File: src/hdl/arh_pkg.sv
// Shared types, constants and round functions of the AES-round message hash.
// Used by every module in hdl/; depends on nothing.
package arh_pkg;

	localparam int BlockBits  = 128;
	localparam int QueueDepth = 4;
	localparam int QPtrBits   = $clog2(QueueDepth);
	localparam int QCntBits   = $clog2(QueueDepth + 1);

	localparam logic [63:0] SeedLow  = 64'hD88F2928F05FC9B2;
	localparam logic [63:0] SeedHigh = 64'hBCB004E872B2D102;

	// One queued block: seed already folded in on the first block of a message.
	typedef struct packed {
		logic [BlockBits-1:0] data;
		logic                 first;
		logic                 last;
	} arh_item_t;

	localparam logic [7:0] InvSbox [256] = '{
		8'h52,8'h09,8'h6a,8'hd5,8'h30,8'h36,8'ha5,8'h38,8'hbf,8'h40,8'ha3,8'h9e,8'h81,8'hf3,8'hd7,8'hfb,
		8'h7c,8'he3,8'h39,8'h82,8'h9b,8'h2f,8'hff,8'h87,8'h34,8'h8e,8'h43,8'h44,8'hc4,8'hde,8'he9,8'hcb,
		8'h54,8'h7b,8'h94,8'h32,8'ha6,8'hc2,8'h23,8'h3d,8'hee,8'h4c,8'h95,8'h0b,8'h42,8'hfa,8'hc3,8'h4e,
		8'h08,8'h2e,8'ha1,8'h66,8'h28,8'hd9,8'h24,8'hb2,8'h76,8'h5b,8'ha2,8'h49,8'h6d,8'h8b,8'hd1,8'h25,
		8'h72,8'hf8,8'hf6,8'h64,8'h86,8'h68,8'h98,8'h16,8'hd4,8'ha4,8'h5c,8'hcc,8'h5d,8'h65,8'hb6,8'h92,
		8'h6c,8'h70,8'h48,8'h50,8'hfd,8'hed,8'hb9,8'hda,8'h5e,8'h15,8'h46,8'h57,8'ha7,8'h8d,8'h9d,8'h84,
		8'h90,8'hd8,8'hab,8'h00,8'h8c,8'hbc,8'hd3,8'h0a,8'hf7,8'he4,8'h58,8'h05,8'hb8,8'hb3,8'h45,8'h06,
		8'hd0,8'h2c,8'h1e,8'h8f,8'hca,8'h3f,8'h0f,8'h02,8'hc1,8'haf,8'hbd,8'h03,8'h01,8'h13,8'h8a,8'h6b,
		8'h3a,8'h91,8'h11,8'h41,8'h4f,8'h67,8'hdc,8'hea,8'h97,8'hf2,8'hcf,8'hce,8'hf0,8'hb4,8'he6,8'h73,
		8'h96,8'hac,8'h74,8'h22,8'he7,8'had,8'h35,8'h85,8'he2,8'hf9,8'h37,8'he8,8'h1c,8'h75,8'hdf,8'h6e,
		8'h47,8'hf1,8'h1a,8'h71,8'h1d,8'h29,8'hc5,8'h89,8'h6f,8'hb7,8'h62,8'h0e,8'haa,8'h18,8'hbe,8'h1b,
		8'hfc,8'h56,8'h3e,8'h4b,8'hc6,8'hd2,8'h79,8'h20,8'h9a,8'hdb,8'hc0,8'hfe,8'h78,8'hcd,8'h5a,8'hf4,
		8'h1f,8'hdd,8'ha8,8'h33,8'h88,8'h07,8'hc7,8'h31,8'hb1,8'h12,8'h10,8'h59,8'h27,8'h80,8'hec,8'h5f,
		8'h60,8'h51,8'h7f,8'ha9,8'h19,8'hb5,8'h4a,8'h0d,8'h2d,8'he5,8'h7a,8'h9f,8'h93,8'hc9,8'h9c,8'hef,
		8'ha0,8'he0,8'h3b,8'h4d,8'hae,8'h2a,8'hf5,8'hb0,8'hc8,8'heb,8'hbb,8'h3c,8'h83,8'h53,8'h99,8'h61,
		8'h17,8'h2b,8'h04,8'h7e,8'hba,8'h77,8'hd6,8'h26,8'he1,8'h69,8'h14,8'h63,8'h55,8'h21,8'h0c,8'h7d
	};

	function automatic logic [7:0] xtime(input logic [7:0] b);
		return {b[6:0], 1'b0} ^ (b[7] ? 8'h1b : 8'h00);
	endfunction

	function automatic logic [7:0] mul9(input logic [7:0] b);
		return xtime(xtime(xtime(b))) ^ b;
	endfunction

	function automatic logic [7:0] mul11(input logic [7:0] b);
		return xtime(xtime(xtime(b))) ^ xtime(b) ^ b;
	endfunction

	function automatic logic [7:0] mul13(input logic [7:0] b);
		return xtime(xtime(xtime(b))) ^ xtime(xtime(b)) ^ b;
	endfunction

	function automatic logic [7:0] mul14(input logic [7:0] b);
		return xtime(xtime(xtime(b))) ^ xtime(xtime(b)) ^ xtime(b);
	endfunction

	// Keep the low n bytes of a block, zero the rest.
	function automatic logic [BlockBits-1:0] tail_mask(input logic [3:0] n);
		logic [BlockBits-1:0] m;
		for (int i = 0; i < BlockBits / 8; i++) begin
			m[8*i +: 8] = (5'(i) < {1'b0, n}) ? 8'hFF : 8'h00;
		end
		return m;
	endfunction

	// One decryption round, zero round key. Byte i sits at bits 8i+7:8i.
	function automatic logic [BlockBits-1:0] inv_round(input logic [BlockBits-1:0] s);
		logic [7:0]           t [16];
		logic [BlockBits-1:0] r;
		logic [7:0]           a0, a1, a2, a3;
		for (int c = 0; c < 4; c++) begin
			for (int w = 0; w < 4; w++) begin
				t[w + 4*c] = InvSbox[s[8*(w + 4*((c + 4 - w) & 3)) +: 8]];
			end
		end
		for (int c = 0; c < 4; c++) begin
			a0 = t[4*c];
			a1 = t[4*c + 1];
			a2 = t[4*c + 2];
			a3 = t[4*c + 3];
			r[32*c      +: 8] = mul14(a0) ^ mul11(a1) ^ mul13(a2) ^ mul9(a3);
			r[32*c + 8  +: 8] = mul9(a0)  ^ mul14(a1) ^ mul11(a2) ^ mul13(a3);
			r[32*c + 16 +: 8] = mul13(a0) ^ mul9(a1)  ^ mul14(a2) ^ mul11(a3);
			r[32*c + 24 +: 8] = mul11(a0) ^ mul13(a1) ^ mul9(a2)  ^ mul14(a3);
		end
		return r;
	endfunction

endpackage

File: src/hdl/arh_if.sv
// Valid/ready channel interfaces for message blocks and hash results.
// Depends on nothing.
interface arh_in_if;
	logic        valid;
	logic        ready;
	logic [63:0] block_low;
	logic [63:0] block_high;
	logic [31:0] total_length;
	logic        is_last;
	logic [3:0]  tail_bytes;

	modport source (output valid, block_low, block_high, total_length, is_last, tail_bytes,
		input ready);
	modport sink (input valid, block_low, block_high, total_length, is_last, tail_bytes,
		output ready);
endinterface


File: src/hdl/arh_front.sv
// Front end: accepts message blocks, tracks framing, masks the tail, folds the seed.
// Depends on arh_pkg and arh_if.
module arh_front (
	input  logic                clk,
	input  logic                arst_n,
	arh_in_if.sink              item,
	input  logic                q_full,
	output logic                push,
	output arh_pkg::arh_item_t  push_item
);

	logic                          in_msg_q;
	logic [arh_pkg::BlockBits-1:0] blk;
	logic [arh_pkg::BlockBits-1:0] seed;

	assign item.ready = !q_full;
	assign push       = item.valid && item.ready;

	always_comb begin
		blk  = {item.block_high, item.block_low};
		if (item.is_last) begin
			blk = blk & arh_pkg::tail_mask(item.tail_bytes);
		end
		seed = {arh_pkg::SeedHigh, arh_pkg::SeedLow ^ {32'b0, item.total_length}};
		push_item.first = !in_msg_q;
		push_item.last  = item.is_last;
		push_item.data  = in_msg_q ? blk : (blk ^ seed);
	end

	// Open a message on any non-tail block, close it on the tail.
	always_ff @(posedge clk or negedge arst_n) begin
		if (!arst_n) begin
			in_msg_q <= 1'b0;
		end else if (push) begin
			in_msg_q <= !item.is_last;
		end
	end

endmodule

File: src/flat_wrapper.sv
// flat-port wrapper written by rule: the top's interface ports become plain ports
module arh_front_flat 
  (clk, arst_n, q_full, push, push_item, item_valid, item_block_low, item_block_high, item_total_length, item_is_last, item_tail_bytes, item_ready);
  arh_in_if item_i ();
  input  logic clk;
  input  logic arst_n;
  input  logic q_full;
  output logic push;
  output arh_pkg::arh_item_t push_item;
  input wire logic [$bits(item_i.valid)-1:0] item_valid;
  input wire logic [$bits(item_i.block_low)-1:0] item_block_low;
  input wire logic [$bits(item_i.block_high)-1:0] item_block_high;
  input wire logic [$bits(item_i.total_length)-1:0] item_total_length;
  input wire logic [$bits(item_i.is_last)-1:0] item_is_last;
  input wire logic [$bits(item_i.tail_bytes)-1:0] item_tail_bytes;
  output wire logic [$bits(item_i.ready)-1:0] item_ready;
  assign item_i.valid = item_valid;
  assign item_i.block_low = item_block_low;
  assign item_i.block_high = item_block_high;
  assign item_i.total_length = item_total_length;
  assign item_i.is_last = item_is_last;
  assign item_i.tail_bytes = item_tail_bytes;
  assign item_ready = item_i.ready;
  arh_front u_core (.clk(clk), .arst_n(arst_n), .item(item_i), .q_full(q_full), .push(push), .push_item(push_item));
endmodule
File: config.mk
export PLATFORM = sky130hd
export DESIGN_NAME = arh_front_flat
export DESIGN_NICKNAME = d
export VERILOG_FILES = /design/src/hdl/arh_pkg.sv /design/src/hdl/arh_if.sv /design/src/hdl/arh_front.sv /design/src/flat_wrapper.sv
export SDC_FILE = /design/constraint.sdc
export NUM_CORES = 1
export LEC_CHECK = 0
export BUFFER_PORTS_ARGS = -buffer_cell sky130_fd_sc_hd__buf_2
export CAP_MARGIN = 20
export CORE_AREA = 2 2 116 118
export CTS_CLUSTER_SIZE = 14
export DETAILED_ROUTE_END_ITERATION = 16
export DIE_AREA = 0 0 118 120
export PLACE_DENSITY_LB_ADDON = 0.25
export SETUP_SLACK_MARGIN = 0.15
export SLEW_MARGIN = 5
export SYNTH_ARGS = -nofsm -noshare
export SYNTH_HDL_FRONTEND = slang
export SYNTH_SLANG_ARGS = --single-unit
File: constraint.sdc
create_clock -name clk -period 6 [get_ports clk]
set_input_delay 1.8 -clock clk [delete_from_list [all_inputs] [get_ports clk]]
set_output_delay 1.8 -clock clk [all_outputs]
set_load 0.02 [all_outputs]
* Yosys cells after proc, flatten, opt, wreduce, memory -nomap -nowiden
Index checks and enable logic that the tools add are counted.
Operators by class: mux-type cells 17, magnitude comparators 15, reductions and logical operators 4, bitwise operators 3
Operators with widths (count):
- $mux W128 | 2
- $and A128 B120 Y128 | 1
- $xor A128 B128 Y128 | 1
- $mux W8 | 15
- $not A18 Y32 | 1
- $lt A4 B4 Y1 const A | 7
- $lt A3 B4 Y1 const A | 4
- $lt A1 B4 Y1 const A | 2
- $lt A2 B4 Y1 const A | 2
- $logic_not A1 Y1 | 3
- $logic_and A1 B1 Y1 | 1
Word-level totals: logic and storage cells 40, register bits after elaboration 1

* Depth between registers and ports, before layout
Gate-level depths: netlist of run 1.
depth after elaboration 6, mapped depth 6, gate-level depth less buffers 3

* Least setup slack after synthesis of run 1
OpenSTA, ideal clock, no wires.
path kind input port to output port, from input item_tail_bytes[3], to output push_item[21] (netlist name), path buffers 3, required time 4200 ps, path slack 1304 ps, arrival time 2896 ps, stages on the path 6, cells stage by stage buf_6 or3b_1 buf_2 buf_6 o21ai_2 xnor2_1
RTL lines:
- from (decl) | line flat_wrapper.sv:15 | input wire logic [$bits(item_i.tail_bytes)-1:0] item_tail_bytes;
- to (decl) | line flat_wrapper.sv:9 | output arh_pkg::arh_item_t push_item;

==> out/qor.txt, run 1 <==
Power, Total -> 0.529 mW
register area share after synthesis -> 1.32%
Synth Register Bits -> 1
Netlist Area Pre-Place -> 1890 um2
gr busiest metal -> met2
post-detail-place hpwl -> 7800 um
post-synthesis cell type count -> 30
largest cells by area after synthesis -> xnor2_1, and2_1, nor2b_1, nand2_1, o21ai_2
Hold Buf Count CTS -> 0
share of the synthesized area in the top cell type -> 33.4%
first-pass GRT wire length -> 13,100 um
Crit Path Category -> in -> out
Critical Path Source -> item_tail_bytes[2]
layout cells sized above 1 -> 56.8%
Setup crit end kind -> output port
peak supply drop -> 0.0477 mV
final setup fails -> 0
site row count -> 42
Vias -> 2,896
Die Footprint -> 14,200 um2
overall global routing resource usage -> 11.1%
Cells after Synth -> 287
number of gates resized after CTS -> 0
largest registers -> u_core.in_msg_q x1
DRC errors left -> 0
Area Growth Syn to Fin -> 85.8%
routing usage on met1 -> 11.8%
worst path cell trace -> buf_2 > or3b_1 > o21ai_0 > xnor2_1 > buf_2
Chip Height -> 120 um
Via density -> 3.89
met2 usage -> 23.5%
clock skew -> 0 ns
post-synth top area cell -> xnor2_1
placed cell area -> 3510 um2
max reg flops -> 1
Slew Viols, Final -> 0
final wirelength -> 8930 um
fmax -> 188 MHz
gp weighted congestion -> 0.781
vias in the first global route -> 2,716
HP Class -> reg -> reg
total area of sequential cells -> 26.3 um2
syn_nets -> 456
Starting DRT DRC Count -> 58
clock slew at reported path FFs -> 0 ns
final worst-path cycle share -> 88.7%
Tightest Pin Transition -> 1.04 ns
Ports -> 301
most flop-heavy register -> u_core.in_msg_q
PwrDens -> 151 nW/um2
Initial Utilization -> 14.6%
Buffers on Ports -> 300
slowest cell on the critical path -> or3b_1
design area -> 3510 um2
max-cap violations -> 0
CP Data Arrival Time -> 3.52 ns
mean post-synth cell area -> 6.58 um2
initial antenna violation count -> 1
Pleak -> 1.84 nW
core area -> 13,000 um2
yosys warns -> 0
area of the multi-input gates -> 1730 um2
fillers -> 1,461
unrepaired setup endpoints after global routing -> false
grt met3 use -> 1.95%
later-pin clock latency in the skew report -> 0 ns
most used cell, CP -> buf_2
chip width -> 118 um
Final ANT Viol Nets -> 0
slowest stage delay, CP -> 0.81 ns
R2R Path Start -> u_core.in_msg_q$_DFFE_PN0P_
post-route setup TNS -> 0 ns
largest net degree at the start of global routing -> 31
min-delay src -> u_core.in_msg_q$_DFFE_PN0P_
minimum clock period -> 5.32 ns
drt wl/cell -> 12.0 um
drt pass-1 iters -> 4
status -> complete, no violations
Crit path required time -> 4.20 ns
Rel. slew slack -> 30.5%
CP Max Fanout -> 24
post-CTS setup buffers -> 0
NumNets Final -> 738
Congestion Overflow GR -> 0
Final Hold Vio Count -> 0
CP startpoint kind -> input pin
-- cell usage after synthesis --
master / n
a21bo_2: 1
a21boi_0: 9
a21oi_1: 1
and2_1: 52
and3_1: 1
buf_1: 1
buf_2: 12
buf_4: 1
buf_6: 3
clkbuf_1: 6
dfrtp_1: 1
inv_1: 2
inv_2: 1
mux2i_1: 1
nand2_1: 29
nand2b_1: 2
nand3_1: 5
nand4_1: 1
nor2_1: 19
nor2b_1: 26
o211ai_1: 5
o21a_1: 1
o21ai_0: 16
o21ai_2: 12
o31ai_1: 1
or2_2: 3
or3b_1: 1
or3b_2: 1
or4b_1: 1
xnor2_1: 72
-- routing by layer --
metal	routed length, um	up-vias
met4	12	0
met2	4840	168
li1	-	1467
met5	0	-
met1	3280	1259
met3	793	2
-- where the power goes --
group,internal [mW],switching [mW],total [mW]
sequential,0.00793,0.00890,0.0168
clock,0.0000000223,0,0.0000000223
combinational,0.205,0.306,0.512
-- cell families (layout without fill, tap and decap cells) --
kind of cell | count (synthesis) | after routing | share of synthesized area (%)
compound gates | 46 | 46 | 17.0
xor+xnor | 72 | 72 | 33.4
buf+inv | 26 | 306 | 7.35
flops | 1 | 1 | 1.32
mux | 1 | 1 | 0.530
other cells | 0 | 1 | 0
simple gates | 141 | 141 | 40.5
-- critical path: cells and delay by family --
family	cells	cell delay, ns
XOR/XNOR	1	0.15
AND/OR/NAND/NOR	1	0.81
AO/OA/AOI/OAI	1	0.39
buffers and inverters	2	0.35
-- worst paths after layout --
check                                              endpoint  slack, ns  cells past startpoint
worst max-delay path                           push_item[7]       0.68                      5
worst min-delay path            u_core.in_msg_q$_DFFE_PN0P_       1.44                      2
worst max register to register  u_core.in_msg_q$_DFFE_PN0P_       4.44                      2
worst min register to register  u_core.in_msg_q$_DFFE_PN0P_       1.44                      2
max in group asynchronous       u_core.in_msg_q$_DFFE_PN0P_       4.33                      1
min in group asynchronous       u_core.in_msg_q$_DFFE_PN0P_       1.57                      1
-- layout by cell type (no fill, tap or decap), drive strengths merged, types with 2 or more instances in the layout --
| cell type | netlist | layout |
|---|---|---|
| a21boi | 9 | 9 |
| nand2 | 29 | 29 |
| and2 | 52 | 52 |
| buf | 17 | 303 |
| o211ai | 5 | 5 |
| nor2 | 19 | 19 |
| nand3 | 5 | 5 |
| xnor2 | 72 | 72 |
| or3b | 2 | 2 |
| inv | 3 | 3 |
| nand2b | 2 | 2 |
| o21ai | 28 | 28 |
| or2 | 3 | 3 |
| nor2b | 26 | 26 |
-- per-stage QoR --
stage	util [%]	instances	setup WS, ns	hold WS [ns]
6_report	27.0	744	0.680	1.44
3_5_place_dp	27.0	743	0.665	1.50
2_1_floorplan	-	287	1.30	1.03
5_1_grt	27.0	743	0.502	1.58
4_1_cts	27.0	743	0.665	1.51
3_3_place_gp	27.0	743	0.691	1.48
-- layout make-up --
cell class | instances | share of cell area (%)
multi-input cells | 260 | 49.2
diodes | 1 | 0.0713
flip-flops and latches | 1 | 0.749
inverters | 3 | 0.321
well taps | 176 | 6.27
repair buffers | 303 | 43.4
Note: power is estimated with default switching activity, not from simulation.
==> inputs of run 2 (changes only) <==
--- a/config.mk
+++ b/config.mk
@@ -11,7 +11,7 @@
 export CTS_CLUSTER_SIZE = 14
 export DETAILED_ROUTE_END_ITERATION = 16
 export DIE_AREA = 0 0 118 120
-export PLACE_DENSITY_LB_ADDON = 0.25
+export PLACE_DENSITY = 0.43
 export SETUP_SLACK_MARGIN = 0.15
 export SLEW_MARGIN = 5
 export SYNTH_ARGS = -nofsm -noshare
==> run 2 against run 1 <==
Cell area is 0.71% higher; die area stayed put; critical path depth increased by 1; sequential power is essentially flat; fmax up 4.0%; critical endpoint is now push_item[13]; largest cell class unchanged; largest power group unchanged; highest routed layer unchanged.
==> out/qor.txt, run 2 (synthesized netlist as in run 1, its figures left out) <==
status -> complete, no violations
Area Growth Syn to Fin -> 87.1%
Crit path required time -> 4.20 ns (about the same)
vias in the first global route -> 2,792 (+2.8%)
Hold Buf Count CTS -> 0 (unchanged)
CP top delay family -> simple AND/OR/NAND/NOR gates
R2R Setup Slk -> 4.44 ns (about the same)
later-pin clock latency in the skew report -> 0 ns (unchanged)
chip width -> 118 um (unchanged)
clock skew -> 0 ns (unchanged)
CP Data Arrival Time -> 3.31 ns (-0.21 ns)
Comb power frac -> 96.9% (about the same)
Via density -> 3.91 (+0.52%)
largest net degree at the start of global routing -> 31 (unchanged)
DRC errors left -> 0 (unchanged)
Min-Delay Endpoint -> u_core.in_msg_q$_DFFE_PN0P_
max reg flops -> 1 (unchanged)
drt wl/cell -> 12.1 um (+0.63%)
core area -> 13,000 um2 (unchanged)
Pleak -> 1.86 nW (+0.74%)
post-CTS setup buffers -> 0 (unchanged)
NumNets Final -> 739 (+0.14%)
Ports -> 301 (unchanged)
Rel. slew slack -> 50.9% (+20 points)
gp weighted congestion -> 0.812 (+4.0%)
first-pass GRT wire length -> 13,800 um (+4.9%)
R2R Path Start -> u_core.in_msg_q$_DFFE_PN0P_
Hold Path Cell Cnt -> 2 (unchanged)
final worst slack -> 0.887 ns (+0.207 ns)
final wirelength -> 8980 um (+0.63%)
most flop-heavy register -> u_core.in_msg_q
Setup crit end kind -> output port
Finished Layout Cells -> 744 (unchanged)
Vias -> 2,911 (+0.52%)
overall global routing resource usage -> 11.5% (+0.45 points)
pre-CTS setup slack -> 0.649 ns (-0.0156 ns)
final worst-path cycle share -> 85.2% (-3.4 points)
min-delay src -> u_core.in_msg_q$_DFFE_PN0P_
HP Class -> reg -> reg
unrepaired setup endpoints after global routing -> false
Starting DRT DRC Count -> 55 (-5.2%)
Slew Viols, Final -> 0 (unchanged)
Die Footprint -> 14,200 um2 (unchanged)
Chip Height -> 120 um (unchanged)
Congestion Overflow GR -> 0 (unchanged)
most common cell after layout, fill and taps aside -> buf_2
most used cell, CP -> buf_2
Initial Utilization -> 14.6% (unchanged)
sequential share of power -> 3.1% (about the same)
max-cap violations -> 0 (unchanged)
Internal -> 0.215 mW (+0.69%)
worst path cell trace -> buf_2 > buf_4 > or4b_1 > nand2_1 > xnor2_1 > buf_2
clock slew at reported path FFs -> 0 ns (unchanged)
peak supply drop -> 0.0713 mV (+50%)
slowest stage delay, CP -> 0.68 ns (-0.13 ns)
most frequent cells in the layout -> buf_2, xnor2_1, and2_1
PwrDens -> 150 nW/um2 (-0.29%)
Crit Reg-Reg Endpoint -> u_core.in_msg_q$_DFFE_PN0P_
minimum clock period -> 5.11 ns (-0.207 ns)
number of gates resized after CTS -> 0 (unchanged)
net switching power -> 0.316 mW (+0.24%)
initial antenna violation count -> 0 (-1)
Tightest Pin Transition -> 0.735 ns (-0.307 ns)
placed cell count -> 743 (unchanged)
buffers plus inverters on the worst setup path -> 3 (+1)
CP startpoint kind -> input pin
fmax -> 196 MHz (+4.0%)
site row count -> 42 (unchanged)
slowest cell on the critical path -> or4b_1
Crit Path Category -> in -> out
final setup fails -> 0 (unchanged)
post-detail-place hpwl -> 7930 um (+1.7%)
post-route setup TNS -> 0 ns (unchanged)
layout cells sized above 1 -> 56.9% (+0.076 points)
largest registers -> u_core.in_msg_q x1
Net Sw Frac -> 59.5% (-0.11 points)
Buffers on Ports -> 300 (unchanged)
CP Max Fanout -> 30 (+25%)
Final ANT Viol Nets -> 0 (unchanged)
Antenna Cells -> 0 (-1)
drt pass-1 iters -> 4 (unchanged)
reg2reg path depth -> 2 (unchanged)
Clock Power Share -> 0% (unchanged)
Final Hold Vio Count -> 0 (unchanged)
## run 2: changes by cell type in the layout (fill, tap and decap cells not counted), sizes merged
| cell | change |
|---|---|
| buf | +1 |
| diode | -1 |
## run 2: cell type report
| type | count | area [um2] |
|---|---|---|
| multi-input combinational | 260 | 1730 |
| fill | 1487 | 9450 |
| tap | 176 | 220 |
| timing repair buffer | 304 | 1550 |
| sequential | 1 | 26.3 |
| inverter | 3 | 11.3 |
## run 2: through the flow
step,hold WS [ns],utilization (%),power [mW],instance area [um2]
after floorplan,1.03,-,0.347,1890
after global placement,1.48,27.0,0.535,3510
after detailed placement,1.47,27.0,0.534,3510
after CTS,1.48,27.0,0.536,3510
after global routing,1.56,27.2,0.570,3530
final,1.45,27.2,0.531,3530
## run 2: power by group through the flow
stage / Sequential [mW] / Combinational (mW) / Clock [mW]
floorplan: 0.00818 / 0.339 / 0
global placement: 0.0163 / 0.518 / 0
detailed placement: 0.0167 / 0.518 / 0
CTS: 0.0167 / 0.520 / 0
global route: 0.0177 / 0.552 / 0
finish: 0.0167 / 0.514 / 0
## run 2: how the worst max path moves through the flow
stage | startpoint | end | slack, ns | cells past startpoint
after CTS | item_tail_bytes[2] | push_item[2] | 0.64 | 5
after floorplan | item_tail_bytes[3] | push_item[21] | 1.30 | 6
final | item_is_last | push_item[13] | 0.89 | 6
after global placement | item_tail_bytes[2] | push_item[19] | 0.69 | 5
after detailed placement | item_tail_bytes[2] | push_item[2] | 0.65 | 5
after global routing | item_is_last | push_item[16] | 0.73 | 6
## run 2: worst register-to-register path: cells and delay by family (launching register included)
kind | cells | cell delay, ns
buf+inv | 1 | 0.62
flops | 1 | 0.58
mux | 1 | 0.18
## run 2: metal layers
layer	part of all wire [%]	track usage, %
met3	7.5	1.52
met2	54	23.6
met5	0	0
met1	38	13.2
met4	0.21	0.301
