[config.mk]
export PLATFORM = sky130hd
export DESIGN_NAME = arh_queue
export DESIGN_NICKNAME = d
export VERILOG_FILES = /design/src/hdl/arh_pkg.sv /design/src/hdl/arh_queue.sv
export SDC_FILE = /design/constraint.sdc
export NUM_CORES = 1
export LEC_CHECK = 0
export BUFFER_PORTS_ARGS = -buffer_cell sky130_fd_sc_hd__buf_4
export CAP_MARGIN = 20
export CORE_AREA = 5 5 191 212
export DETAILED_ROUTE_END_ITERATION = 10
export DIE_AREA = 0 0 196 217
export GPL_TIMING_DRIVEN = 0
export PLACE_DENSITY = 0.84
export SYNTH_ARGS = -nofsm -noshare
export SYNTH_HDL_FRONTEND = slang
export SYNTH_SLANG_ARGS = --single-unit
export TNS_END_PERCENT = 100
[constraint.sdc]
create_clock -name clk -period 3.9 [get_ports clk]
set_input_delay 0.585 -clock clk [delete_from_list [all_inputs] [get_ports clk]]
set_output_delay 0.585 -clock clk [all_outputs]
set_load 0.02 [all_outputs]
[src/hdl/arh_pkg.sv]
// Shared types, constants and round functions of the AES-round message hash.
// Used by every module in hdl/; depends on nothing.
package arh_pkg;

	localparam int BlockBits  = 128;
	localparam int QueueDepth = 4;
	localparam int QPtrBits   = $clog2(QueueDepth);
	localparam int QCntBits   = $clog2(QueueDepth + 1);

	localparam logic [63:0] SeedLow  = 64'hD88F2928F05FC9B2;
	localparam logic [63:0] SeedHigh = 64'hBCB004E872B2D102;

	// One queued block: seed already folded in on the first block of a message.
	typedef struct packed {
		logic [BlockBits-1:0] data;
		logic                 first;
		logic                 last;
	} arh_item_t;

	localparam logic [7:0] InvSbox [256] = '{
		8'h52,8'h09,8'h6a,8'hd5,8'h30,8'h36,8'ha5,8'h38,8'hbf,8'h40,8'ha3,8'h9e,8'h81,8'hf3,8'hd7,8'hfb,
		8'h7c,8'he3,8'h39,8'h82,8'h9b,8'h2f,8'hff,8'h87,8'h34,8'h8e,8'h43,8'h44,8'hc4,8'hde,8'he9,8'hcb,
		8'h54,8'h7b,8'h94,8'h32,8'ha6,8'hc2,8'h23,8'h3d,8'hee,8'h4c,8'h95,8'h0b,8'h42,8'hfa,8'hc3,8'h4e,
		8'h08,8'h2e,8'ha1,8'h66,8'h28,8'hd9,8'h24,8'hb2,8'h76,8'h5b,8'ha2,8'h49,8'h6d,8'h8b,8'hd1,8'h25,
		8'h72,8'hf8,8'hf6,8'h64,8'h86,8'h68,8'h98,8'h16,8'hd4,8'ha4,8'h5c,8'hcc,8'h5d,8'h65,8'hb6,8'h92,
		8'h6c,8'h70,8'h48,8'h50,8'hfd,8'hed,8'hb9,8'hda,8'h5e,8'h15,8'h46,8'h57,8'ha7,8'h8d,8'h9d,8'h84,
		8'h90,8'hd8,8'hab,8'h00,8'h8c,8'hbc,8'hd3,8'h0a,8'hf7,8'he4,8'h58,8'h05,8'hb8,8'hb3,8'h45,8'h06,
		8'hd0,8'h2c,8'h1e,8'h8f,8'hca,8'h3f,8'h0f,8'h02,8'hc1,8'haf,8'hbd,8'h03,8'h01,8'h13,8'h8a,8'h6b,
		8'h3a,8'h91,8'h11,8'h41,8'h4f,8'h67,8'hdc,8'hea,8'h97,8'hf2,8'hcf,8'hce,8'hf0,8'hb4,8'he6,8'h73,
		8'h96,8'hac,8'h74,8'h22,8'he7,8'had,8'h35,8'h85,8'he2,8'hf9,8'h37,8'he8,8'h1c,8'h75,8'hdf,8'h6e,
		8'h47,8'hf1,8'h1a,8'h71,8'h1d,8'h29,8'hc5,8'h89,8'h6f,8'hb7,8'h62,8'h0e,8'haa,8'h18,8'hbe,8'h1b,
		8'hfc,8'h56,8'h3e,8'h4b,8'hc6,8'hd2,8'h79,8'h20,8'h9a,8'hdb,8'hc0,8'hfe,8'h78,8'hcd,8'h5a,8'hf4,
		8'h1f,8'hdd,8'ha8,8'h33,8'h88,8'h07,8'hc7,8'h31,8'hb1,8'h12,8'h10,8'h59,8'h27,8'h80,8'hec,8'h5f,
		8'h60,8'h51,8'h7f,8'ha9,8'h19,8'hb5,8'h4a,8'h0d,8'h2d,8'he5,8'h7a,8'h9f,8'h93,8'hc9,8'h9c,8'hef,
		8'ha0,8'he0,8'h3b,8'h4d,8'hae,8'h2a,8'hf5,8'hb0,8'hc8,8'heb,8'hbb,8'h3c,8'h83,8'h53,8'h99,8'h61,
		8'h17,8'h2b,8'h04,8'h7e,8'hba,8'h77,8'hd6,8'h26,8'he1,8'h69,8'h14,8'h63,8'h55,8'h21,8'h0c,8'h7d
	};

	function automatic logic [7:0] xtime(input logic [7:0] b);
		return {b[6:0], 1'b0} ^ (b[7] ? 8'h1b : 8'h00);
	endfunction

	function automatic logic [7:0] mul9(input logic [7:0] b);
		return xtime(xtime(xtime(b))) ^ b;
	endfunction

	function automatic logic [7:0] mul11(input logic [7:0] b);
		return xtime(xtime(xtime(b))) ^ xtime(b) ^ b;
	endfunction

	function automatic logic [7:0] mul13(input logic [7:0] b);
		return xtime(xtime(xtime(b))) ^ xtime(xtime(b)) ^ b;
	endfunction

	function automatic logic [7:0] mul14(input logic [7:0] b);
		return xtime(xtime(xtime(b))) ^ xtime(xtime(b)) ^ xtime(b);
	endfunction

	// Keep the low n bytes of a block, zero the rest.
	function automatic logic [BlockBits-1:0] tail_mask(input logic [3:0] n);
		logic [BlockBits-1:0] m;
		for (int i = 0; i < BlockBits / 8; i++) begin
			m[8*i +: 8] = (5'(i) < {1'b0, n}) ? 8'hFF : 8'h00;
		end
		return m;
	endfunction

	// One decryption round, zero round key. Byte i sits at bits 8i+7:8i.
	function automatic logic [BlockBits-1:0] inv_round(input logic [BlockBits-1:0] s);
		logic [7:0]           t [16];
		logic [BlockBits-1:0] r;
		logic [7:0]           a0, a1, a2, a3;
		for (int c = 0; c < 4; c++) begin
			for (int w = 0; w < 4; w++) begin
				t[w + 4*c] = InvSbox[s[8*(w + 4*((c + 4 - w) & 3)) +: 8]];
			end
		end
		for (int c = 0; c < 4; c++) begin
			a0 = t[4*c];
			a1 = t[4*c + 1];
			a2 = t[4*c + 2];
			a3 = t[4*c + 3];
			r[32*c      +: 8] = mul14(a0) ^ mul11(a1) ^ mul13(a2) ^ mul9(a3);
			r[32*c + 8  +: 8] = mul9(a0)  ^ mul14(a1) ^ mul11(a2) ^ mul13(a3);
			r[32*c + 16 +: 8] = mul13(a0) ^ mul9(a1)  ^ mul14(a2) ^ mul11(a3);
			r[32*c + 24 +: 8] = mul11(a0) ^ mul13(a1) ^ mul9(a2)  ^ mul14(a3);
		end
		return r;
	endfunction

endpackage

[src/hdl/arh_queue.sv]
// Short FIFO of classified blocks between front and back end.
// Depends on arh_pkg.
module arh_queue (
	input  logic                clk,
	input  logic                arst_n,
	input  logic                push,
	input  arh_pkg::arh_item_t  push_item,
	input  logic                pop,
	output logic                full,
	output logic                empty,
	output arh_pkg::arh_item_t  head
);

	arh_pkg::arh_item_t             entries_q [arh_pkg::QueueDepth];
	logic [arh_pkg::QPtrBits-1:0]   wr_ptr_q;
	logic [arh_pkg::QPtrBits-1:0]   rd_ptr_q;
	logic [arh_pkg::QCntBits-1:0]   count_q;

	assign full  = (count_q == arh_pkg::QCntBits'(arh_pkg::QueueDepth));
	assign empty = (count_q == '0);
	assign head  = entries_q[rd_ptr_q];

	always_ff @(posedge clk) begin
		if (push) begin
			entries_q[wr_ptr_q] <= push_item;
		end
	end

	always_ff @(posedge clk or negedge arst_n) begin
		if (!arst_n) begin
			wr_ptr_q <= '0;
			rd_ptr_q <= '0;
			count_q  <= '0;
		end else begin
			if (push) begin
				wr_ptr_q <= wr_ptr_q + 1'b1;
			end
			if (pop) begin
				rd_ptr_q <= rd_ptr_q + 1'b1;
			end
			unique case ({push, pop})
				2'b10:   count_q <= count_q + 1'b1;
				2'b01:   count_q <= count_q - 1'b1;
				default: count_q <= count_q;
			endcase
		end
	end

	a_count_bound: assert property (@(posedge clk) disable iff (!arst_n)
		count_q <= arh_pkg::QCntBits'(arh_pkg::QueueDepth))
		else $error("queue count beyond depth");
	a_no_pop_empty: assert property (@(posedge clk) disable iff (!arst_n)
		pop |-> !empty)
		else $error("pop from empty queue");

endmodule

# [Word-level counts from Yosys, hierarchy flattened]
# Memories as Yosys holds them, arrays and structs flattened.
# Cells that the tools add are included.
# W data, S select, Z words.
[classes] order_cmp=0 multipliers=0 div_mod_pow=0 bitwise=0 add_sub_neg=4 muxes=3 n_reduce_logical=2 shift=0 eq_ne=3
[op_table] operator="$pmux W3 S2" count=1
[op_table] operator="$add A2 B1 Y2 const B" count=2
[op_table] operator="$add A3 B1 Y3 const B" count=1
[op_table] operator="$eq A3 B3 Y1 const B" count=1
[op_table] operator="$logic_not A3 Y1" count=1
[op_table] operator="$sub A3 B1 Y3 const B" count=1
[op_table] operator="$eq A2 B1 Y1 const B" count=1
[op_table] operator="$eq A2 B2 Y1 const B" count=1
[op_table] operator="$mux W1" count=2
[op_table] operator="$reduce_bool A2 Y1" count=1
[word_totals] ramBits=520 elab_cells=16 output_inout_bits=132 rom_bits=0 inputBits=134 latchBits=0 ff_bits=7 mem_count=1
[mem_list] name="entries_q" depth=4 word_bits=130 rd=1 rd_clocked_by_memory_dff=0 write_ports=1 line_no="arh_queue.sv:14" rtl="arh_pkg::arh_item_t entries_q [arh_pkg::QueueDepth];"

# [Depth between registers and ports, before layout]
# Gate-level depths: netlist (run 1).
[depth] depth_word=2 ltp_mapped=7

# [Least setup slack after synthesis (run 1)]
# No wires, ideal clock.
[synth_path] kind="reg2reg" start="reg wr_ptr_q[0] (netlist name)" end="mem entries_q[0][0] (netlist name), enable pin" stages_incl_launch_ff=4 setup_time_ps=504 arrival_ps=3603 t_required_ps=3396 slack_ps=-207 path_cell_list="dfrtp_1 inv_1 ha_1 and2_1"
[synth_rtl] item="start, declared" line_no="arh_queue.sv:15" rtl="logic [arh_pkg::QPtrBits-1:0] wr_ptr_q;"
[synth_rtl] item="start signal, assigned" line_no="arh_queue.sv:36" rtl="wr_ptr_q <= wr_ptr_q + 1'b1;"
[synth_rtl] item="end, declared" line_no="arh_queue.sv:14"
# No word-level cell before the write port.

==> results.sh, run 1 <==
export IMPL_crit_type="reg2out"
export IMPL_max_stage_delay_ps=380
export IMPL_place_area_sq_um=22000
export IMPL_leakagePower_nw=8.03
export IMPL_netlist_area_sq_um=19100
export IMPL_drc_errors=0
export IMPL_rows=75
export IMPL_cp_top_family="buffers and inverters"
export IMPL_max_slew_margin_rel_pct=52.7
export IMPL_r2r_end="entries_q[2][23]$_DFFE_PP_"
export IMPL_cts_tree="built"
export IMPL_numCtsBuffers=49
export IMPL_synthesis_nets=857
export IMPL_hold_buffers=1
export IMPL_crit_path_frequent_cell="buf_2"
export IMPL_final_cell_mix="edfxtp_1 (520), buf_4 (266), mux4_2 (130)"
export IMPL_via_per_inst=5.49
export IMPL_grt_first_pass_wirelength_um=57100
export IMPL_synth_seq_cells=527
export IMPL_wl_met3_um=2360
export IMPL_wl_per_cell_um=24.0
export IMPL_setup_viol=0
export IMPL_hp_class="in2reg"
export IMPL_dp_hpwl_um=24400
export IMPL_finalNetCount=1182
export IMPL_status="finished, final reports clean"
export IMPL_top_layer_used="met4"
export IMPL_drive_gt1_share_pct=46.0
export IMPL_finalCriticalPeriod_ps=2900
export IMPL_vias=8659
export IMPL_n_fill_cell=2555
export IMPL_startpoint_type="register"
export IMPL_synth_distinct_cells=18
export IMPL_chipHeight_um=217
export IMPL_irDropWorstVdd_uv=581
export IMPL_grt_pass1_vias=9303
export IMPL_cts_path_max_buffers=3
export IMPL_start_util_pct=50.5
export IMPL_portBuffers=265
export IMPL_rsz0062_at_grt="false"
export IMPL_area_growth_synth_to_final_pct=22.6
export IMPL_drt_wl_total_um=37800
export IMPL_die_w_um=196
export IMPL_wl_met2_um=20300
export IMPL_r2r_setup_slack_ps=1900
export IMPL_path_clk_slew_ps=60
export IMPL_tns_ps=0
export IMPL_avgSynthCellArea_sq_um=26.7
export IMPL_grt_ovfl_total=0
export IMPL_critPathCaptureType="output pin"
export IMPL_first_iter_violations=644
export IMPL_crit_slowest_cell="mux4_2"
export IMPL_core_area_sq_um=37900
export IMPL_antenna_found_initial=0
export IMPL_ff_latch_area_sq_um=15800
export IMPL_ys_seq_area_share_pct=82.5
export IMPL_clock_latency_ps=550
export IMPL_antenna_cells=0
export IMPL_path_buf_inv=4
export IMPL_finClkSkew_ps=8.52
export IMPL_min_to="entries_q[1][96]$_DFFE_PP_"
export IMPL_grt_usage_pct=17.8
export IMPL_cts_sinks=527
export IMPL_cts_resized=0
export IMPL_hold_violations=0
export IMPL_worstHoldStart="push_item[96]"
export IMPL_powerDensity_nw_per_um2=788
export IMPL_required_ps=3310
export IMPL_syn_inst=717
export IMPL_antenna_left=0
export IMPL_r2r_start="wr_ptr_q[0]$_DFFE_PN0P_"
export IMPL_pin_count=266
export IMPL_hold_depth=1
export IMPL_arrival_ps=2320
export IMPL_final_common_cell="edfxtp_1"
export IMPL_wl_met1_um=14100
export IMPL_worst_pin_slew_ps=709
export IMPL_root_buffer="clkbuf_16"
export IMPL_dieArea_sq_um=42500
export IMPL_fmax_mhz=345
export IMPL_grt_start_max_net_pins=56
export IMPL_finalCritPeriodShare_pct=74.4
export IMPL_yosys_warnings=0
export IMPL_r2r_cells=4
export IMPL_multi_input_area_sq_um=3130
export IMPL_cap_violations=0
export IMPL_slew_violations=0
export IMPL_drtPass1Iterations=4
export IMPL_final_area_sq_um=23500
export IMPL_cts_max_level=2
export IMPL_finalWeightedCongestion=0.703
export IMPL_crit_fanout=10
export IMPL_postCtsSetupBuffers=0
export IMPL_crit_chain="clkbuf_1, buf_2, buf_2, mux4_2, buf_4"
==> final cells by class <==
cell class | instances | area share, %
tap | 500 | 2.67
buffer | 30 | 0.896
sequential | 527 | 67.3
inverter | 6 | 0.0960
timing repair buffer | 274 | 9.46
clock buffer | 60 | 5.40
clock inverter | 26 | 0.858
multi-input combinational | 154 | 13.4
==> Yosys cell counts, drive strengths merged <==
master  instances  area share [%]
edfxtp        520              82
buf            26             1.0
nand2           3           0.059
ha              5            0.33
nor3            1           0.026
nor2            1           0.020
xnor2           2           0.092
and2            4            0.13
and3            1           0.033
o21ai           2           0.052
clkbuf          4           0.078
fa              1            0.10
dfrtp           7            0.91
xor2            4            0.18
inv             6            0.12
mux4          130              15
==> worst reg2reg max path, cell delays in order, from the launching register on <==
cell and delay [ps]:
dfrtp_1 430, inv_1 100, ha_1 150, and2_4 540, buf_16 330
==> sequential cells by signal (all words and copies together) (netlist names) <==
name	count
count_q	3
wr_ptr_q	2
rd_ptr_q	2
entries_q	520
==> layer usage <==
| metal | global-route usage, % | vias up |
|---|---|---|
| met5 | 0 | - |
| met4 | 6.15 | 0 |
| met3 | 3.54 | 58 |
| met2 | 31.0 | 289 |
| met1 | 22.7 | 4570 |
| li1 | - | 3742 |
==> kinds of logic after synthesis <==
| family | count (synthesis) | synth area share [%] |
|---|---|---|
| AND/OR/NAND/NOR | 10 | 0.268 |
| XOR/XNOR | 6 | 0.274 |
| flip-flops | 527 | 82.5 |
| buffers and inverters | 36 | 1.22 |
| adder cells (fa/ha/maj) | 6 | 0.431 |
| multiplexers | 130 | 15.3 |
| AO/OA/AOI/OAI | 2 | 0.0523 |
==> worst max path at each step <==
| stage | start | to | cells after the start |
|---|---|---|---|
| finish | rd_ptr_q[1]$_DFFE_PN0P_ | head[82] | 5 |
| detailed placement | rd_ptr_q[1]$_DFFE_PN0P_ | head[85] | 5 |
| CTS | rd_ptr_q[1]$_DFFE_PN0P_ | head[115] | 5 |
| floorplan | wr_ptr_q[0]$_DFFE_PN0P_ | entries_q[2][0]$_DFFE_PP_ | 3 |
| global route | rd_ptr_q[1]$_DFFE_PN0P_ | head[82] | 5 |
| global placement | push | entries_q[1][68]$_DFFE_PP_ | 2 |
==> power breakdown <==
| group | switching [W] | internal, W | leakage, nW |
|---|---|---|---|
| clock | 0.00190 | 0.00250 | 0.712 |
| combinational | 0.00359 | 0.00289 | 2.46 |
| sequential | 0.000226 | 0.00740 | 4.86 |
| total | 0.00571 | 0.0128 | 8.03 |
==> stage by stage <==
| step | total power [W] | utilization, % | std cells | setup WS (ps) | hold WS [ps] |
|---|---|---|---|---|---|
| final | 0.0185 | 61.9 | 1577 | 997 | 227 |
| after global routing | 0.0193 | 61.9 | 1577 | 824 | 189 |
| after CTS | 0.0188 | 61.9 | 1577 | 898 | 180 |
| after detailed placement | 0.0144 | 58.0 | 1490 | 1540 | 405 |
| after global placement | 0.0142 | 57.4 | 1482 | -126 | 401 |
| after floorplan | 0.0117 | - | 717 | 1240 | 289 |
Power figures use the tool's default switching activity.
==> inputs of run 2 (changes only) <==
Settings changed: ABC_AREA from default to 1, CORE_AREA 5 5 191 212 to 5 5 189 209, DIE_AREA 0 0 196 217 to 0 0 194 214, PLACE_DENSITY 0.84 to 0.89.
Clock period 3.9 ns to 2.85 ns, I/O delays scaled along.
==> run 2 against run 1 <==
Sequential cell count unchanged. Via count increased by 56%. Core utilization increased by 7.7 points. Sequential power increased by 38%. Combinational power increased by 93%. Clock power increased by 43%. Non-clock buffer count increased by 64. Power increased by 58%. Final cell count increased by 54%. Register-to-register slack got worse by 1600 ps.
==> results.sh, run 2 <==
export IMPL_drive_gt1_share_pct=23.3
export IMPL_synth_edff_count=520
export IMPL_fin_hold_ws_ps=62.2
export IMPL_via_per_inst=5.57
export IMPL_drc_errors=0
export IMPL_cap_violations=0
export IMPL_crit_fanout=10
export IMPL_irDropWorstVdd_uv=855
export IMPL_cts_resized=0
export IMPL_synth_xor_area_share_pct=0.165
export IMPL_cts_max_level=2
export IMPL_synthMuxAreaShare_pct=0
export IMPL_largestRegisters="entries_q x520, count_q x3"
export IMPL_top_usage_layer="met2"
export IMPL_synth_top_family_by_area="compound AO/OA/AOI/OAI gates"
export IMPL_pre_cts_ws_ps=372
export IMPL_synthAdderAreaFrac_pct=0.389
export IMPL_first_iter_violations=1167
export IMPL_regMostFlops="entries_q"
export IMPL_dieArea_sq_um=41500
export IMPL_instances_no_fill=2430
export IMPL_grt_pass1_vias=13986
export IMPL_cts_sinks=527
export IMPL_finClkSkew_ps=19.6
export IMPL_synth_most_common_cell="edfxtp_1"
export IMPL_leakagePower_nw=10.4
export IMPL_internal_power_w=0.0182
export IMPL_netlist_area_sq_um=21200
export IMPL_drtPass1Iterations=5
export IMPL_yosys_area_top_type="edfxtp_1"
export IMPL_antenna_found_initial=3
export IMPL_startpoint_type="register"
export IMPL_finalCritPeriodShare_pct=89.3
export IMPL_use_met2_pct=42.9
export IMPL_drt_wl_total_um=51500
export IMPL_syn_inst=1566
export IMPL_worst_pin_slew_ps=945
export IMPL_chipHeight_um=214
export IMPL_grt_start_max_net_pins=37
export IMPL_cts_path_max_buffers=3
export IMPL_synth_compound_area_share_pct=9.38
export IMPL_setup_viol=0
export IMPL_finalNetCount=2038
export IMPL_switching_share_pct=37.7
export IMPL_synth_distinct_cells=19
export IMPL_hold_violations=0
export IMPL_worst_slack_ps=304
export IMPL_synth_simple_area_share_pct=7.19
export IMPL_slew_violations=0
export IMPL_ys_dominant_reg_cell="edfxtp_1"
export IMPL_avgSynthCellArea_sq_um=13.6
export IMPL_start_util_pct=57.5
export IMPL_power_frac_clock_pct=21.5
export IMPL_crit_path_start="rd_ptr_q[1]$_DFFE_PN0P_"
export IMPL_async_reset_ff_share_pct=1.33
export IMPL_crit_chain="buf_2, buf_4, buf_2, o211ai_1, nand2_1, buf_4"
export IMPL_cp_top_family="buffers and inverters"
export IMPL_pin_count=266
export IMPL_tns_ps=0
export IMPL_grt_ovfl_total=0
export IMPL_crit_slowest_cell="dfrtp_1"
export IMPL_grt_usage_pct=23.8
export IMPL_rsz0062_at_grt="false"
export IMPL_seq_power_share_pct=35.9
export IMPL_synth_seq_cells=527
export IMPL_status="finished, final reports clean"
export IMPL_fmax_mhz=393
export IMPL_arrival_ps=2120
export IMPL_crit_type="reg2out"
export IMPL_hp_class="in2reg"
export IMPL_max_slew_margin_rel_pct=36.9
export IMPL_max_stage_delay_ps=320
export IMPL_grt_first_pass_wirelength_um=77700
export IMPL_dp_hpwl_um=32400
export IMPL_met1_usage_pct=28.9
export IMPL_synth_largest_type_area_fraction_pct=73.5
export IMPL_synthesis_nets=1706
export IMPL_powerDensity_nw_per_um2=1130
export IMPL_finalCriticalPeriod_ps=2550
export IMPL_final_cell_mix="edfxtp_1 (520), nand2_1 (397), buf_4 (280)"
export IMPL_vias=13533
export IMPL_p_sw_w=0.0110
export IMPL_placedCellCount=2339
export IMPL_path_buf_inv=4
export IMPL_clock_latency_ps=560
export IMPL_antenna_left=0
export IMPL_largest_reg_flops=520
export IMPL_required_ps=2420
export IMPL_final_common_cell="edfxtp_1"
export IMPL_yosys_warnings=0
export IMPL_r2r_start="wr_ptr_q[0]$_DFFE_PN0P_"
export IMPL_core_area_sq_um=36900
export IMPL_synth_area_leaders="edfxtp_1 (74%), o211ai_1 (9.0%), nand2_1 (7.1%), inv_1 (4.8%), buf_6 (2.6%)"
export IMPL_worstHoldStart="push_item[13]"
export IMPL_r2r_setup_slack_ps=340
export IMPL_root_buffer="clkbuf_16"
export IMPL_die_w_um=194
export IMPL_p_comb_share_pct=42.6
export IMPL_wl_per_cell_um=21.2
export IMPL_path_clk_slew_ps=60
export IMPL_ys_seq_area_share_pct=74.4
export IMPL_grtUsageMet3_pct=5.28
export IMPL_finalWeightedCongestion=0.783
export IMPL_portBuffers=264
export IMPL_critPathCaptureType="output pin"
export IMPL_rows=74
export IMPL_area_growth_synth_to_final_pct=21.2
export IMPL_numCtsBuffers=50
export IMPL_cts_tree="built"
export IMPL_synth_common_cells="edfxtp_1 (520), nand2_1 (401), inv_1 (273)"
run 2: worst paths after layout:
| check | endpoint | cells past startpoint |
|---|---|---|
| max in group asynchronous | count_q[2]$_DFFE_PN0P_ | 2 |
| hold / removal | entries_q[1][13]$_DFFE_PP_ | 1 |
| hold reg to reg | count_q[1]$_DFFE_PN0P_ | 2 |
| setup / recovery | head[113] | 6 |
| min in group asynchronous | rd_ptr_q[1]$_DFFE_PN0P_ | 2 |
| setup reg to reg | entries_q[1][45]$_DFFE_PP_ | 5 |
run 2: area by class of cell:
cell class              instances  area, sq um
flip-flops and latches        527        15800
well taps                     494          618
fillers                      2272        11200
clock buffers                  62         1330
diodes                          2         5.00
inverters                     274         1040
clock inverters                26          213
repair buffers                280         2290
multi-input cells             677         3650
plain buffers                  88          792
run 2: through the flow:
step / utilization, % / power (W) / area, sq um
after floorplan: - / 0.0179 / 21300
after global routing: 69.7 / 0.0305 / 25700
final: 69.7 / 0.0292 / 25700
after global placement: 64.6 / 0.0226 / 23900
after CTS: 69.6 / 0.0293 / 25700
after detailed placement: 65.5 / 0.0230 / 24200
run 2: cell families after synthesis:
group,Yosys count
buffers and inverters,362
AOI/OAI and AO/OA,262
and+or+nand+nor,405
xor gates and xnor gates,4
DFF,527
adders and majority gates,6
run 2: what timing repair did:
| action | 4_1_cts | 5_1_grt |
|---|---|---|
| hold buffers | 1 | 0 |
| endpoints found under the setup margin | 0 | 0 |
| setup buffers | 0 | 0 |
| endpoints found under the hold margin | 7 | 0 |
run 2: worst register-to-register path, cell delays in order, from the launching register on:
cell and delay (ps):
dfrtp_1 430, ha_1 230, nand2_2 70, clkinvlp_4 740
buf_12 510, buf_12 220
run 2: power groups by stage:
stage / registers (W) / clock network [W] / logic, W
3_5_place_dp: 0.0106 / 0 / 0.0124
4_1_cts: 0.0105 / 0.00633 / 0.0125
3_3_place_gp: 0.0108 / 0 / 0.0119
2_1_floorplan: 0.0106 / 0 / 0.00722
5_1_grt: 0.0106 / 0.00672 / 0.0133
6_report: 0.0105 / 0.00628 / 0.0125
run 2: per-layer routing:
metal  up-vias  share of wire [%]  wire (um)
met5         -              0.014          7
met4         2                2.7       1400
met3        90                9.4       4830
met2       709                 52      26800
met1      6612                 36      18400
li1       6120                  -          -
